$ cat src/rtl/accel_tilt_motion_event_reporter_unit_macros.svh
// Assertion macros for the accelerometer tilt and motion event reporter.
// Used by the top level; expects clk_i and rst_ni in scope.
`ifndef ACCEL_TILT_MOTION_EVENT_REPORTER_UNIT_MACROS_SVH
`define ACCEL_TILT_MOTION_EVENT_REPORTER_UNIT_MACROS_SVH

// Check a property in the same cycle.
`define ATMER_ASSERT_NOW(lbl, prop, msg) \
  lbl: assert property (@(posedge clk_i) disable iff (!rst_ni) (prop)) else $error(msg);

// Check a consequent in the same cycle as the antecedent.
`define ATMER_ASSERT_IMPL(lbl, ante, cons, msg) \
  lbl: assert property (@(posedge clk_i) disable iff (!rst_ni) (ante) |-> (cons)) else $error(msg);

// Check a consequent in the cycle after the antecedent.
`define ATMER_ASSERT_NEXT(lbl, ante, cons, msg) \
  lbl: assert property (@(posedge clk_i) disable iff (!rst_ni) (ante) |=> (cons)) else $error(msg);

`endif

$ cat src/rtl/atmer_pkg.sv
// Shared types, constants and tables of the tilt and motion event reporter.
// No dependencies.
package atmer_pkg;

  localparam int ACCEL_BITS   = 16;
  localparam int CORDIC_STEPS = 16;

  localparam int FIELD_W   = 16;
  localparam int ACC_EXT_W = (ACCEL_BITS > FIELD_W) ? ACCEL_BITS : FIELD_W;
  localparam int THR_W     = 18;
  localparam int SUM_W     = ACCEL_BITS + 2;
  localparam int CMP_W     = (SUM_W > THR_W) ? SUM_W : THR_W;
  localparam int PRESCALE  = 8;
  localparam int CW        = ACCEL_BITS + 11;
  localparam int ZW        = 28;
  localparam int ZFRAC     = 16;
  localparam int TILT_W    = 12;
  localparam int STEP_W    = (CORDIC_STEPS > 1) ? $clog2(CORDIC_STEPS) : 1;
  localparam int ATAN_IDX_W = 5;

  localparam logic [STEP_W-1:0] LAST_STEP = STEP_W'(CORDIC_STEPS - 1);

  localparam logic signed [ZW-1:0] Z_900   = ZW'(900 * 65536);
  localparam logic signed [ZW-1:0] Z_M900  = ZW'(-900 * 65536);
  localparam logic signed [ZW-1:0] Z_1800  = ZW'(1800 * 65536);
  localparam logic signed [TILT_W-1:0] TILT_MAX = 12'sd1800;
  localparam logic signed [TILT_W-1:0] TILT_MIN = -12'sd1800;

  localparam logic [THR_W-1:0] MOVED_THR_RESET  = THR_W'(400);
  localparam logic [THR_W-1:0] SHAKEN_THR_RESET = THR_W'(2000);

  localparam logic [4:0] PRESS_ALL_MASK = 5'h1f;
  localparam logic [4:0] PRESS_BTN_MASK = 5'h18;
  localparam int FLAG_MOVED  = 5;
  localparam int FLAG_SHAKEN = 6;

  typedef enum logic {
    REG_MOVED_THR  = 1'b0,
    REG_SHAKEN_THR = 1'b1
  } reg_idx_e;

  typedef logic signed [ACCEL_BITS-1:0] accel_t;

  typedef struct packed {
    logic              mode;
    logic [2:0]        port_levels;
    logic              button_a_level;
    logic              button_b_level;
    logic signed [15:0] accel_x;
    logic signed [15:0] accel_y;
    logic signed [15:0] accel_z;
  } in_item_t;

  typedef struct packed {
    logic [6:0]               event_flags;
    logic [1:0]               buttons_held;
    logic signed [TILT_W-1:0] tilt_x;
    logic signed [TILT_W-1:0] tilt_y;
  } out_item_t;

  typedef struct packed {
    logic              take;
    logic              prep;
    logic              step;
    logic              load_y;
    logic              publish;
    logic [STEP_W-1:0] step_idx;
  } cmd_t;

  typedef struct packed {
    logic out_free;
  } status_t;

  function automatic logic signed [ZW-1:0] atan_entry(input logic [ATAN_IDX_W-1:0] i);
    case (i)
      5'd0:    return ZW'(29491200);
      5'd1:    return ZW'(17409672);
      5'd2:    return ZW'(9198793);
      5'd3:    return ZW'(4669451);
      5'd4:    return ZW'(2343786);
      5'd5:    return ZW'(1173036);
      5'd6:    return ZW'(586661);
      5'd7:    return ZW'(293348);
      5'd8:    return ZW'(146676);
      5'd9:    return ZW'(73339);
      5'd10:   return ZW'(36669);
      5'd11:   return ZW'(18335);
      5'd12:   return ZW'(9167);
      5'd13:   return ZW'(4584);
      5'd14:   return ZW'(2292);
      5'd15:   return ZW'(1146);
      5'd16:   return ZW'(573);
      5'd17:   return ZW'(286);
      5'd18:   return ZW'(143);
      5'd19:   return ZW'(72);
      5'd20:   return ZW'(36);
      5'd21:   return ZW'(18);
      5'd22:   return ZW'(9);
      5'd23:   return ZW'(4);
      default: return '0;
    endcase
  endfunction

  function automatic accel_t take_accel(input logic signed [FIELD_W-1:0] f);
    logic [ACC_EXT_W-1:0] e;
    e = ACC_EXT_W'($unsigned(f));
    return accel_t'(e[ACCEL_BITS-1:0]);
  endfunction

endpackage

$ cat src/rtl/atmer_ctrl.sv
// Sequencer of the tilt and motion event reporter.
// Depends on atmer_pkg; drives the datapath through cmd_t.
module atmer_ctrl
  import atmer_pkg::*;
(
  input  logic    clk_i,
  input  logic    rst_ni,
  input  logic    in_valid_i,
  input  logic    in_mode_i,
  output logic    in_ready_o,
  input  status_t status_i,
  output cmd_t    cmd_o
);

  typedef enum logic [5:0] {
    ST_IDLE   = 6'b000001,
    ST_PREP   = 6'b000010,
    ST_RUN_X  = 6'b000100,
    ST_LOAD_Y = 6'b001000,
    ST_RUN_Y  = 6'b010000,
    ST_DONE   = 6'b100000
  } state_e;

  state_e            state_q, state_d;
  logic [STEP_W-1:0] cnt_q, cnt_d;

  assign in_ready_o = (state_q == ST_IDLE);

  always_comb begin
    state_d        = state_q;
    cnt_d          = cnt_q;
    cmd_o          = '0;
    cmd_o.step_idx = cnt_q;
    case (state_q)
      ST_IDLE: begin
        if (in_valid_i) begin
          cmd_o.take = 1'b1;
          if (in_mode_i) state_d = ST_PREP;
        end
      end
      ST_PREP: begin
        cmd_o.prep = 1'b1;
        cnt_d      = '0;
        state_d    = ST_RUN_X;
      end
      ST_RUN_X: begin
        cmd_o.step = 1'b1;
        if (cnt_q == LAST_STEP) begin
          cnt_d   = '0;
          state_d = ST_LOAD_Y;
        end else begin
          cnt_d = cnt_q + 1'b1;
        end
      end
      ST_LOAD_Y: begin
        cmd_o.load_y = 1'b1;
        state_d      = ST_RUN_Y;
      end
      ST_RUN_Y: begin
        cmd_o.step = 1'b1;
        if (cnt_q == LAST_STEP) begin
          cnt_d   = '0;
          state_d = ST_DONE;
        end else begin
          cnt_d = cnt_q + 1'b1;
        end
      end
      ST_DONE: begin
        if (status_i.out_free) begin
          cmd_o.publish = 1'b1;
          state_d       = ST_IDLE;
        end
      end
      default: begin
        state_d = ST_IDLE;
      end
    endcase
  end

  always_ff @(posedge clk_i or negedge rst_ni) begin
    if (!rst_ni) begin
      state_q <= ST_IDLE;
      cnt_q   <= '0;
    end else begin
      state_q <= state_d;
      cnt_q   <= cnt_d;
    end
  end

endmodule

$ cat src/rtl/atmer_datapath.sv
// Datapath of the tilt and motion event reporter: event state, motion sum,
// shared CORDIC rotation stage and output register. Depends on atmer_pkg.
module atmer_datapath
  import atmer_pkg::*;
(
  input  logic             clk_i,
  input  logic             rst_ni,
  input  cmd_t             cmd_i,
  output status_t          status_o,
  input  in_item_t         in_data_i,
  input  logic             cfg_we_i,
  input  logic             cfg_idx_i,
  input  logic [THR_W-1:0] cfg_wdata_i,
  output logic             out_valid_o,
  input  logic             out_ready_i,
  output out_item_t        out_data_o
);

  function automatic logic signed [TILT_W-1:0] to_tenths(
    input logic signed [ZW-1:0] z,
    input logic                 flip
  );
    logic                     neg;
    logic [ZW-1:0]            mag;
    logic [ZW-ZFRAC-1:0]      q;
    logic signed [TILT_W-1:0] qc;
    neg = z[ZW-1];
    mag = neg ? ZW'(-z) : ZW'(z);
    q   = mag[ZW-1:ZFRAC];
    qc  = (TILT_W'(q) > $unsigned(TILT_MAX)) ? TILT_MAX : TILT_W'(q);
    return (neg ^ flip) ? -qc : qc;
  endfunction

  logic [THR_W-1:0]      moved_thr_q, shaken_thr_q;
  logic [6:0]            sticky_q, sticky_d;
  logic [4:0]            prev_pressed_q, prev_pressed_d;
  accel_t                prev_acc_q [3];
  accel_t                acc_q [3];
  logic [1:0]            held_q;
  logic [SUM_W-1:0]      sum_q, sum_d;
  logic signed [CW-1:0]  cx_q, cx_d, cy_q, cy_d;
  logic signed [ZW-1:0]  cz_q, cz_d;
  logic signed [TILT_W-1:0] tilt_x_q;
  logic                  out_valid_q;
  out_item_t             out_data_q;

  logic [4:0]            cur_pressed, press_mask;
  logic signed [CW-1:0]  ya, xa, x_ld, y_ld, dx, dy;
  logic signed [ZW-1:0]  z_ld, atan_v;

  assign status_o.out_free = !out_valid_q || out_ready_i;
  assign out_valid_o       = out_valid_q;
  assign out_data_o        = out_data_q;

  assign cur_pressed = {~in_data_i.button_b_level, ~in_data_i.button_a_level,
                        ~in_data_i.port_levels};
  assign press_mask  = in_data_i.mode ? PRESS_BTN_MASK : PRESS_ALL_MASK;

  always_comb begin
    sticky_d       = sticky_q;
    prev_pressed_d = prev_pressed_q;
    if (cmd_i.take) begin
      sticky_d[4:0]  = sticky_q[4:0] | (cur_pressed & ~prev_pressed_q & press_mask);
      prev_pressed_d = (prev_pressed_q & ~press_mask) | (cur_pressed & press_mask);
    end else if (cmd_i.load_y) begin
      if (CMP_W'(sum_q) >= CMP_W'(moved_thr_q))  sticky_d[FLAG_MOVED]  = 1'b1;
      if (CMP_W'(sum_q) >= CMP_W'(shaken_thr_q)) sticky_d[FLAG_SHAKEN] = 1'b1;
    end else if (cmd_i.publish) begin
      sticky_d = '0;
    end
  end

  always_comb begin
    logic signed [ACCEL_BITS:0] diff;
    logic [ACCEL_BITS:0]        mag;
    sum_d = '0;
    for (int i = 0; i < 3; i++) begin
      diff  = (ACCEL_BITS + 1)'(acc_q[i]) - (ACCEL_BITS + 1)'(prev_acc_q[i]);
      mag   = diff[ACCEL_BITS] ? $unsigned(-diff) : $unsigned(diff);
      sum_d = sum_d + SUM_W'(mag);
    end
  end

  // Fold the vector into the right half plane; axis cases end with y at zero.
  always_comb begin
    ya   = CW'(cmd_i.load_y ? acc_q[1] : acc_q[0]);
    xa   = -CW'(acc_q[2]);
    x_ld = xa;
    y_ld = ya;
    z_ld = '0;
    if (ya == '0) begin
      y_ld = '0;
      z_ld = xa[CW-1] ? Z_1800 : '0;
    end else if (xa == '0) begin
      y_ld = '0;
      z_ld = ya[CW-1] ? Z_M900 : Z_900;
    end else if (xa[CW-1]) begin
      if (!ya[CW-1]) begin
        x_ld = ya;
        y_ld = -xa;
        z_ld = Z_900;
      end else begin
        x_ld = -ya;
        y_ld = xa;
        z_ld = Z_M900;
      end
    end
  end

  assign dx     = cy_q >>> cmd_i.step_idx;
  assign dy     = cx_q >>> cmd_i.step_idx;
  assign atan_v = atan_entry(ATAN_IDX_W'(cmd_i.step_idx));

  always_comb begin
    cx_d = cx_q;
    cy_d = cy_q;
    cz_d = cz_q;
    if (cmd_i.prep || cmd_i.load_y) begin
      cx_d = x_ld <<< PRESCALE;
      cy_d = y_ld <<< PRESCALE;
      cz_d = z_ld;
    end else if (cmd_i.step && (cy_q != '0)) begin
      if (!cy_q[CW-1]) begin
        cx_d = cx_q + dx;
        cy_d = cy_q - dy;
        cz_d = cz_q + atan_v;
      end else begin
        cx_d = cx_q - dx;
        cy_d = cy_q + dy;
        cz_d = cz_q - atan_v;
      end
    end
  end

  always_ff @(posedge clk_i or negedge rst_ni) begin
    if (!rst_ni) begin
      moved_thr_q    <= MOVED_THR_RESET;
      shaken_thr_q   <= SHAKEN_THR_RESET;
      sticky_q       <= '0;
      prev_pressed_q <= '0;
      for (int i = 0; i < 3; i++) prev_acc_q[i] <= '0;
      out_valid_q    <= 1'b0;
    end else begin
      if (cfg_we_i) begin
        case (reg_idx_e'(cfg_idx_i))
          REG_MOVED_THR:  moved_thr_q  <= cfg_wdata_i;
          REG_SHAKEN_THR: shaken_thr_q <= cfg_wdata_i;
          default: ;
        endcase
      end
      sticky_q       <= sticky_d;
      prev_pressed_q <= prev_pressed_d;
      if (cmd_i.prep) begin
        for (int i = 0; i < 3; i++) prev_acc_q[i] <= acc_q[i];
      end
      if (cmd_i.publish) begin
        out_valid_q <= 1'b1;
      end else if (out_ready_i) begin
        out_valid_q <= 1'b0;
      end
    end
  end

  always_ff @(posedge clk_i) begin
    if (cmd_i.take && in_data_i.mode) begin
      acc_q[0] <= take_accel(in_data_i.accel_x);
      acc_q[1] <= take_accel(in_data_i.accel_y);
      acc_q[2] <= take_accel(in_data_i.accel_z);
      held_q   <= {~in_data_i.button_b_level, ~in_data_i.button_a_level};
    end
    if (cmd_i.prep) sum_q <= sum_d;
    cx_q <= cx_d;
    cy_q <= cy_d;
    cz_q <= cz_d;
    if (cmd_i.load_y) tilt_x_q <= to_tenths(cz_q, 1'b0);
    if (cmd_i.publish) begin
      out_data_q.event_flags  <= sticky_q;
      out_data_q.buttons_held <= held_q;
      out_data_q.tilt_x       <= tilt_x_q;
      out_data_q.tilt_y       <= to_tenths(cz_q, 1'b1);
    end
  end

endmodule

$ cat src/rtl/accel_tilt_motion_event_reporter_unit.sv
// Top level of the tilt and motion event reporter.
// Depends on atmer_pkg, atmer_ctrl, atmer_datapath and the assertion macros.
//
// A pin tick (mode 0) is taken while idle and gives no result. A sample
// (mode 1) goes through PREP, RUN_X, LOAD_Y, RUN_Y and DONE and is then
// published into the result register, after which the sequencer returns to
// idle and can take the next transaction. One datapath stage runs one
// CORDIC micro-rotation per cycle, first for tilt X and then for tilt Y,
// and no new transaction is taken during that run. A finished result
// waits in the output register while pin ticks keep being accepted; a
// second sample holds at its end until that register is free.
// No clearing pass after reset.
`include "accel_tilt_motion_event_reporter_unit_macros.svh"
module accel_tilt_motion_event_reporter_unit
  import atmer_pkg::*;
(
  input  logic             clk_i,
  input  logic             rst_ni,
  input  logic             in_valid_i,
  output logic             in_ready_o,
  input  in_item_t         in_data_i,
  output logic             out_valid_o,
  input  logic             out_ready_i,
  output out_item_t        out_data_o,
  input  logic             cfg_we_i,
  input  logic             cfg_idx_i,
  input  logic [THR_W-1:0] cfg_wdata_i
);

  cmd_t    cmd;
  status_t status;

  atmer_ctrl u_ctrl (
    .clk_i      (clk_i),
    .rst_ni     (rst_ni),
    .in_valid_i (in_valid_i),
    .in_mode_i  (in_data_i.mode),
    .in_ready_o (in_ready_o),
    .status_i   (status),
    .cmd_o      (cmd)
  );

  atmer_datapath u_datapath (
    .clk_i       (clk_i),
    .rst_ni      (rst_ni),
    .cmd_i       (cmd),
    .status_o    (status),
    .in_data_i   (in_data_i),
    .cfg_we_i    (cfg_we_i),
    .cfg_idx_i   (cfg_idx_i),
    .cfg_wdata_i (cfg_wdata_i),
    .out_valid_o (out_valid_o),
    .out_ready_i (out_ready_i),
    .out_data_o  (out_data_o)
  );

  `ATMER_ASSERT_NOW(a_cmd_exclusive, $onehot0({cmd.take, cmd.prep, cmd.step, cmd.load_y, cmd.publish}), "datapath commands overlap")
  `ATMER_ASSERT_NEXT(a_publish_valid, cmd.publish, out_valid_o && in_ready_o, "publish did not load result or return to idle")
  `ATMER_ASSERT_IMPL(a_publish_free, cmd.publish, !out_valid_o || out_ready_i, "result overwritten while pending")
  `ATMER_ASSERT_IMPL(a_tilt_range, out_valid_o, (out_data_o.tilt_x <= TILT_MAX) && (out_data_o.tilt_x >= TILT_MIN) && (out_data_o.tilt_y <= TILT_MAX) && (out_data_o.tilt_y >= TILT_MIN), "tilt out of range")

endmodule
$ cat config.mk
export PLATFORM = sky130hd
export DESIGN_NAME = accel_tilt_motion_event_reporter_unit
export DESIGN_NICKNAME = d
export VERILOG_FILES = /design/src/rtl/atmer_pkg.sv /design/src/rtl/atmer_ctrl.sv /design/src/rtl/atmer_datapath.sv /design/src/rtl/accel_tilt_motion_event_reporter_unit.sv
export VERILOG_INCLUDE_DIRS = /design/src /design/src/rtl
export SDC_FILE = /design/constraint.sdc
export NUM_CORES = 1
export LEC_CHECK = 0
export BUFFER_PORTS_ARGS = -buffer_cell sky130_fd_sc_hd__buf_4
export CAP_MARGIN = 30
export CELL_PAD_IN_SITES_DETAIL_PLACEMENT = 0
export CELL_PAD_IN_SITES_GLOBAL_PLACEMENT = 2
export CORE_ASPECT_RATIO = 0.9
export CORE_MARGIN = 2
export CORE_UTILIZATION = 40
export DETAILED_ROUTE_END_ITERATION = 7
export PLACE_DENSITY = 0.81
export SYNTH_ARGS = -nofsm -noshare
export SYNTH_HDL_FRONTEND = slang
export SYNTH_SLANG_ARGS = --single-unit
export TNS_END_PERCENT = 20
$ cat constraint.sdc
create_clock -name clk_i -period 7.3 [get_ports clk_i]
set_input_delay 0 -clock clk_i [delete_from_list [all_inputs] [get_ports clk_i]]
set_output_delay 0 -clock clk_i [all_outputs]
set_load 0.03 [all_outputs]
# ---- Word-level counts from Yosys, hierarchy flattened
# Memory sizes are Yosys's and may differ from the RTL's.
# Cells that the tools add are included.
dict set report op_classes {
  addsub 20
  n_eq_ne 15
  mux 56
  order_cmp 3
  n_shift 2
  n_bitwise 13
  n_reduce_logical 20
}
# operator count
set op_table {}
lappend op_table {{$mux 28} 8}
lappend op_table {{$mux 27} 8}
lappend op_table {{$mux 19} 8}
lappend op_table {{$add 27x27->27} 2}
lappend op_table {{$logic_not 27->1} 2}
lappend op_table {{$sshr 27x4->27} 2}
lappend op_table {{$sub 27x27->27} 2}
lappend op_table {{$mux 17} 3}
lappend op_table {{$neg 17->17} 3}
lappend op_table {{$sub 16x16->17} 3}
lappend op_table {{$neg 19->19} 2}
lappend op_table {{$ge 18x18->1} 2}
lappend op_table {{$mux 12} 3}
lappend op_table {{$pmux 6 s6} 1}
lappend op_table {{$mux 6} 5}
lappend op_table {{$add 28x28->28} 1}
lappend op_table {{$neg 28->28} 1}
lappend op_table {{$sub 28x28->28} 1}
lappend op_table {{$neg 16->27} 1}
lappend op_table {{$reduce_bool 27->1} 1}
lappend op_table {{$and 5x5->5} 4}
lappend op_table {{$add 17x17->18} 1}
lappend op_table {{$add 18x17->18} 1}
lappend op_table {{$mux 1} 13}
lappend op_table {{30 further kinds} 51}
dict set report word_totals {
  elab_cells 155
  inputBits 78
  ff_bits 254
  rom_bits 400
  memories 2
  out_inout_bits 35
  ram_bits 48
}
# memory words word_bits rd rd_clocked_by_memory_dff wr line_no
set memory_table {}
lappend memory_table {{(no name shown)} 16 25 1 0 0 atmer_pkg.sv:75} ;# case (i)
lappend memory_table {u_datapath.acc_q 3 16 3 0 3 atmer_datapath.sv:38} ;# accel_t acc_q [3];

# ---- Depth between registers and ports, before layout
dict set report logic_depth {
  ltp_word 9
  ltp_mapped 27
  mapped_depth_nobuf 25
}

# ---- Hierarchy
# From an unflattened synthesis, not the netlist that was laid out.
dict set report unflattened {
  hier_cells 3055
  hier_area_um2 27790.4
}
# module cells_each area_each_um2 seq_area_each_um2 n_inst
set by_module_without_submodules {}
lappend by_module_without_submodules {atmer_datapath 2979 27127.3 8134.1 1}
lappend by_module_without_submodules {atmer_ctrl 76 663.1 251.5 1}

# ---- Worst setup path after synthesis
# No wires, ideal clock.
dict set report synth_path {
  path_type {flip-flop to flip-flop}
  from {register u_ctrl.cnt_q[1]}
  to {register u_datapath.cz_q[26], data pin}
  path_slack_ns 1.292
  period_less_slack_ns 6.008
  path_buffers 5
  arrival_time_ns 5.750
  stages_incl_launch_ff 23
  t_required_ns 7.041
  setup_ns 0.259
  path_cell_list {dfrtp_1 buf_2 inv_1 buf_2 buf_1 clkbuf_1 ha_1 clkbuf_1 mux2i_1 mux2i_1 a2111oi_0 nor3b_1 and2_1 nor2b_1 a41oi_1 xnor2_1 ha_1 and2_1 nand4_1 o41ai_1 a41oi_1 mux2i_1 a211o_1}
}
dict set report synth_via {
  elab_chain_cells 5
  word_cells_on_any_way 6
  classes_between {add/sub (2); mux (3); memory (1)}
}
# element line_no
set synth_lines {}
lappend synth_lines {{start, declared} atmer_ctrl.sv:25} ;# logic [STEP_W-1:0] cnt_q, cnt_d;
lappend synth_lines {{start signal, assigned} atmer_ctrl.sv:86} ;# cnt_q <= cnt_d;
lappend synth_lines {{$mem_v2 16x25 (*)} --}
lappend synth_lines {{$add 28x28->28 or $sub 28x28->28 (tied branches)} {atmer_datapath.sv:126, atmer_datapath.sv:130}}
lappend synth_lines {{$mux 28 (*)} atmer_datapath.sv:123} ;# if (!cy_q[CW-1]) begin
lappend synth_lines {{$mux 28 (*)} atmer_datapath.sv:122} ;# end else if (cmd_i.step && (cy_q != '0)) begin
lappend synth_lines {{$mux 28 (*)} atmer_datapath.sv:118} ;# if (cmd_i.prep || cmd_i.load_y) begin
lappend synth_lines {{net u_datapath.cz_d[26]} atmer_datapath.sv:42} ;# logic signed [ZW-1:0] cz_q, cz_d;
lappend synth_lines {{end signal, assigned} atmer_datapath.sv:174} ;# cz_q <= cz_d;
lappend synth_lines {{end, declared} atmer_datapath.sv:42}
# The timed path passes the listed nets; every way through them passes the cells marked *. The select of a mux whose other input is x is not followed.
# A chain may end at the register's enable or synchronous reset.

# ---- Worst setup path after layout
dict set report layout_path {
  from {register u_ctrl.cnt_q[0]}
  to {register u_datapath.cx_q[25], data pin}
}
dict set report layout_via {
  elab_chain_cells 5
  word_cells_on_any_way 6
  classes_between {add/sub (2); shift (1); mux (3)}
}
# element line_no
set layout_lines {}
lappend layout_lines {{$sshr 27x4->27 (*)} atmer_datapath.sv:110} ;# assign dx = cy_q >>> cmd_i.step_idx;
lappend layout_lines {{$add 27x27->27 or $sub 27x27->27 (tied branches)} {atmer_datapath.sv:124, atmer_datapath.sv:128}}
lappend layout_lines {{$mux 27 (*)} atmer_datapath.sv:123}
lappend layout_lines {{$mux 27 (*)} atmer_datapath.sv:122}
lappend layout_lines {{$mux 27 (*)} atmer_datapath.sv:118}
lappend layout_lines {{net u_datapath.cx_d[25]} atmer_datapath.sv:41} ;# logic signed [CW-1:0] cx_q, cx_d, cy_q, cy_d;
lappend layout_lines {{end signal, assigned} atmer_datapath.sv:172} ;# cx_q <= cx_d;
lappend layout_lines {{end, declared} atmer_datapath.sv:41}
# Marks and branches as above.

==> impl_metrics.ini <==
[die]
start_util = 0.404
rows = 91
die_x_um = 281
core_um2 = 68500
dieArea_um2 = 71300
io_pins = 113
dieHeight_um = 254

[yosys]
synthTopCellsByArea = edfxtp_1 19%, ha_1 9.1%, dfrtp_1 8.8%
synthTopCellsByCount = 304 x nand2_1, 221 x o21ai_0, 202 x nor2_1, 201 x a21oi_1, 201 x ha_1
yosysSeqAreaShare = 0.303
syn_nets = 3421
synth.distinct_cells = 93
synth-seq-cells = 302
synth_cells = 3118
synth-main-ff-cell = edfxtp_1
async_reset_ff_frac = 0.354
synth-edff-count = 179
synth.most_common_cell = nand2_1
synth.avg_cell_area_um2 = 8.88
ys_warn_count = 0
yosys.area.top_type = edfxtp_1
synth.top_cell.area_share = 0.194
netlist_area_um2 = 27700

[route]
dr.pass1.iters = 6
drt-vias-per-instance = 5.69
ant_nets = 0
post-route-drc-count = 0
drt_iter0_markers = 2050
via_count = 24215
routedWlPerCell_um = 20.4
wirelength_um = 86800

[critical_path]
worst_setup_path_start_kind = flip-flop
cp.required_ns = 7.59
timing.critical_path.to_type = flip-flop
worstPathMaxFanout = 43
cp.arrival_ns = 6.52
crit_type = flip-flop to flip-flop

[clock_network]
cts_sinks = 302
cts_max_level = 2
cts_resized = 0
cts_buffer_depth = 3
cts-root-buf = clkbuf_16
path_clk_slew_ns = 0.05
cts_tree = built
insertion_delay_ns = 0.59
numCtsBuffers = 41

[flow_run]
cap_violations = 0

[sta]
setup_viol = 0
clock_skew_ns = 0.0303
tightest_slew_ns = 0.928
rsz0062_at_grt = no
setup-tns-final_ns = 0
finalMaxSlewViolations = 0
fmax_ghz = 0.161
maxSlewHeadroom = 0.381
hold_violations = 0
finalCritPeriodShare = 0.853
period_minus_slack_ns = 6.23

[worst_hold_path]
hp-class = input port to async pin

[place]
place_congestion = 0.910
dp_hpwl_um = 66400
port_buffers = 112

[global_routing]
grt_max_degree = 71
grt_pass1_wl_um = 134000
grt_usage = 0.241
grt_pass1_vias = 23000
overflow = 0
antenna_found_initial = 3

[final_layout]
syn_to_final_growth_pct = 15.4
drive_gt1_frac = 0.112
num-nets-final = 3590
n_fill_cell = 6636

[status]
status = finished, final reports clean
==> critical path: stages (launching register included) <==
cell	delay, ns
dfrtp_4	0.80
buf_4	0.54
mux4_2	0.62
mux4_2	0.55
nor4_1	0.38
and2_1	0.20
and4_1	0.27
and2_1	0.32
a31oi_1	0.14
xnor2_1	0.15
o21ai_0	0.19
ha_1	0.31
nand2_1	0.09
nor2_1	0.07
and3_1	0.18
a221oi_1	0.49
a211oi_1	0.18
nor4_1	0.28
o31ai_1	0.11
==> cells by family (layout without fill, tap and decap cells) <==
group / after synthesis / in the layout / synth area share
AND/OR/NAND/NOR: 945 / 945 / 0.167
XOR/XNOR: 266 / 266 / 0.0842
flip-flops: 302 / 302 / 0.303
AO/OA/AOI/OAI: 855 / 855 / 0.199
multiplexers: 190 / 190 / 0.0906
adder cells (fa/ha/maj): 225 / 225 / 0.108
buffers and inverters: 335 / 537 / 0.0489
other: 0 / 2 / 0
==> layout by cell type, fill, tap and decap left out, types with 14 or more instances in the layout <==
cell | Yosys | routed
a2111oi_0 | 19 | 19
a211oi_1 | 26 | 26
a21o_1 | 65 | 65
a21oi_1 | 201 | 201
a31oi_1 | 31 | 31
and2_1 | 24 | 24
and3_1 | 26 | 26
buf_4 | 9 | 143
clkbuf_16 | 0 | 41
dfrtp_1 | 97 | 93
dfxtp_1 | 16 | 16
dlygate4sd3_1 | 0 | 111
edfxtp_1 | 179 | 179
fa_1 | 24 | 24
ha_1 | 201 | 201
inv_1 | 200 | 199
mux2_2 | 45 | 45
mux2i_1 | 101 | 100
mux4_2 | 44 | 44
nand2_1 | 304 | 303
nand2b_1 | 39 | 39
nand3_1 | 60 | 60
nand4_1 | 17 | 17
nor2_1 | 202 | 199
nor2b_1 | 48 | 47
nor3_1 | 84 | 84
nor4_1 | 22 | 21
o211ai_1 | 35 | 35
o21a_1 | 42 | 42
o21ai_0 | 221 | 221
o21bai_1 | 17 | 17
o22ai_1 | 21 | 21
o31ai_1 | 37 | 37
or2_2 | 20 | 20
or3_1 | 29 | 29
or4_1 | 14 | 14
xnor2_1 | 161 | 161
xor2_1 | 105 | 105
==> path summary, 6_finish.rpt <==
kind,from,endpoint,slack (ns),cells past startpoint
setup / recovery,u_ctrl.cnt_q[0],u_datapath.cx_q[25],1.07,18
hold / removal,rst_ni,u_datapath.prev_acc_q[23],0.008,2
setup reg to reg,u_ctrl.cnt_q[0],u_datapath.cx_q[25],1.07,18
hold reg to reg,u_datapath.held_q[1],u_datapath.out_data_o[25],0.41,0
max in group asynchronous,rst_ni,u_ctrl.state_q[4],5.98,3
min in group clk_i,cfg_idx_i,u_datapath.moved_thr_q[0],0.08,4
==> area by class of cell <==
class | count | area (µm²) | area share
multi-input combinational | 2481 | 18000 | 0.563
inverter | 204 | 767 | 0.0240
antenna | 2 | 5.00 | 0.000157
clock inverter | 25 | 303 | 0.00948
tap | 930 | 1160 | 0.0364
timing repair buffer | 257 | 2230 | 0.0699
clock buffer | 51 | 1080 | 0.0339
sequential | 302 | 8400 | 0.263
==> state kept, by name, summed over array words and instances (netlist names), named ones only <==
register and count:
u_ctrl.state_q 6, u_datapath.out_data_o 33, u_datapath.sum_q 18, u_datapath.tilt_x_q 12
u_datapath.held_q 2, u_datapath.shaken_thr_q 18, u_datapath.moved_thr_q 18, u_datapath.cx_q 27
u_datapath.out_valid_o 1, u_datapath.prev_pressed_q 2, u_datapath.sticky_q 7, u_datapath.acc_q 48
u_ctrl.cnt_q 4, u_datapath.prev_acc_q 48, u_datapath.cy_q 27, u_datapath.cz_q 28
==> per-stage QoR <==
| step | cells | setup WS, ns | util | hold slack [ns] | area [µm²] |
|---|---|---|---|---|---|
| 2_1_floorplan | 3118 | 1.29 | - | -0.296 | 27700 |
| 3_3_place_gp | 4061 | 1.25 | 0.429 | 0.0862 | 29400 |
| 3_5_place_dp | 4063 | 1.13 | 0.429 | 0.0980 | 29400 |
| 4_1_cts | 4250 | 1.08 | 0.466 | 0.0299 | 31900 |
| 5_1_grt | 4251 | 0.532 | 0.466 | 0.0690 | 31900 |
| 6_report | 4252 | 1.07 | 0.466 | 0.00818 | 31900 |
==> what timing repair did <==
item,4_1_cts,5_1_grt
buffers inserted,0,0
hold buffers,111,0
hold endpoints to repair,147,0
==> layer usage <==
metal  wire [µm]  track usage
met1       42400        0.359
met2       36500        0.359
met3        5700       0.0401
met4        2220       0.0657
met5          27            0
Power is not shown: default switching activity piles up to over one toggle a cycle in this logic, so the estimate is an artifact.
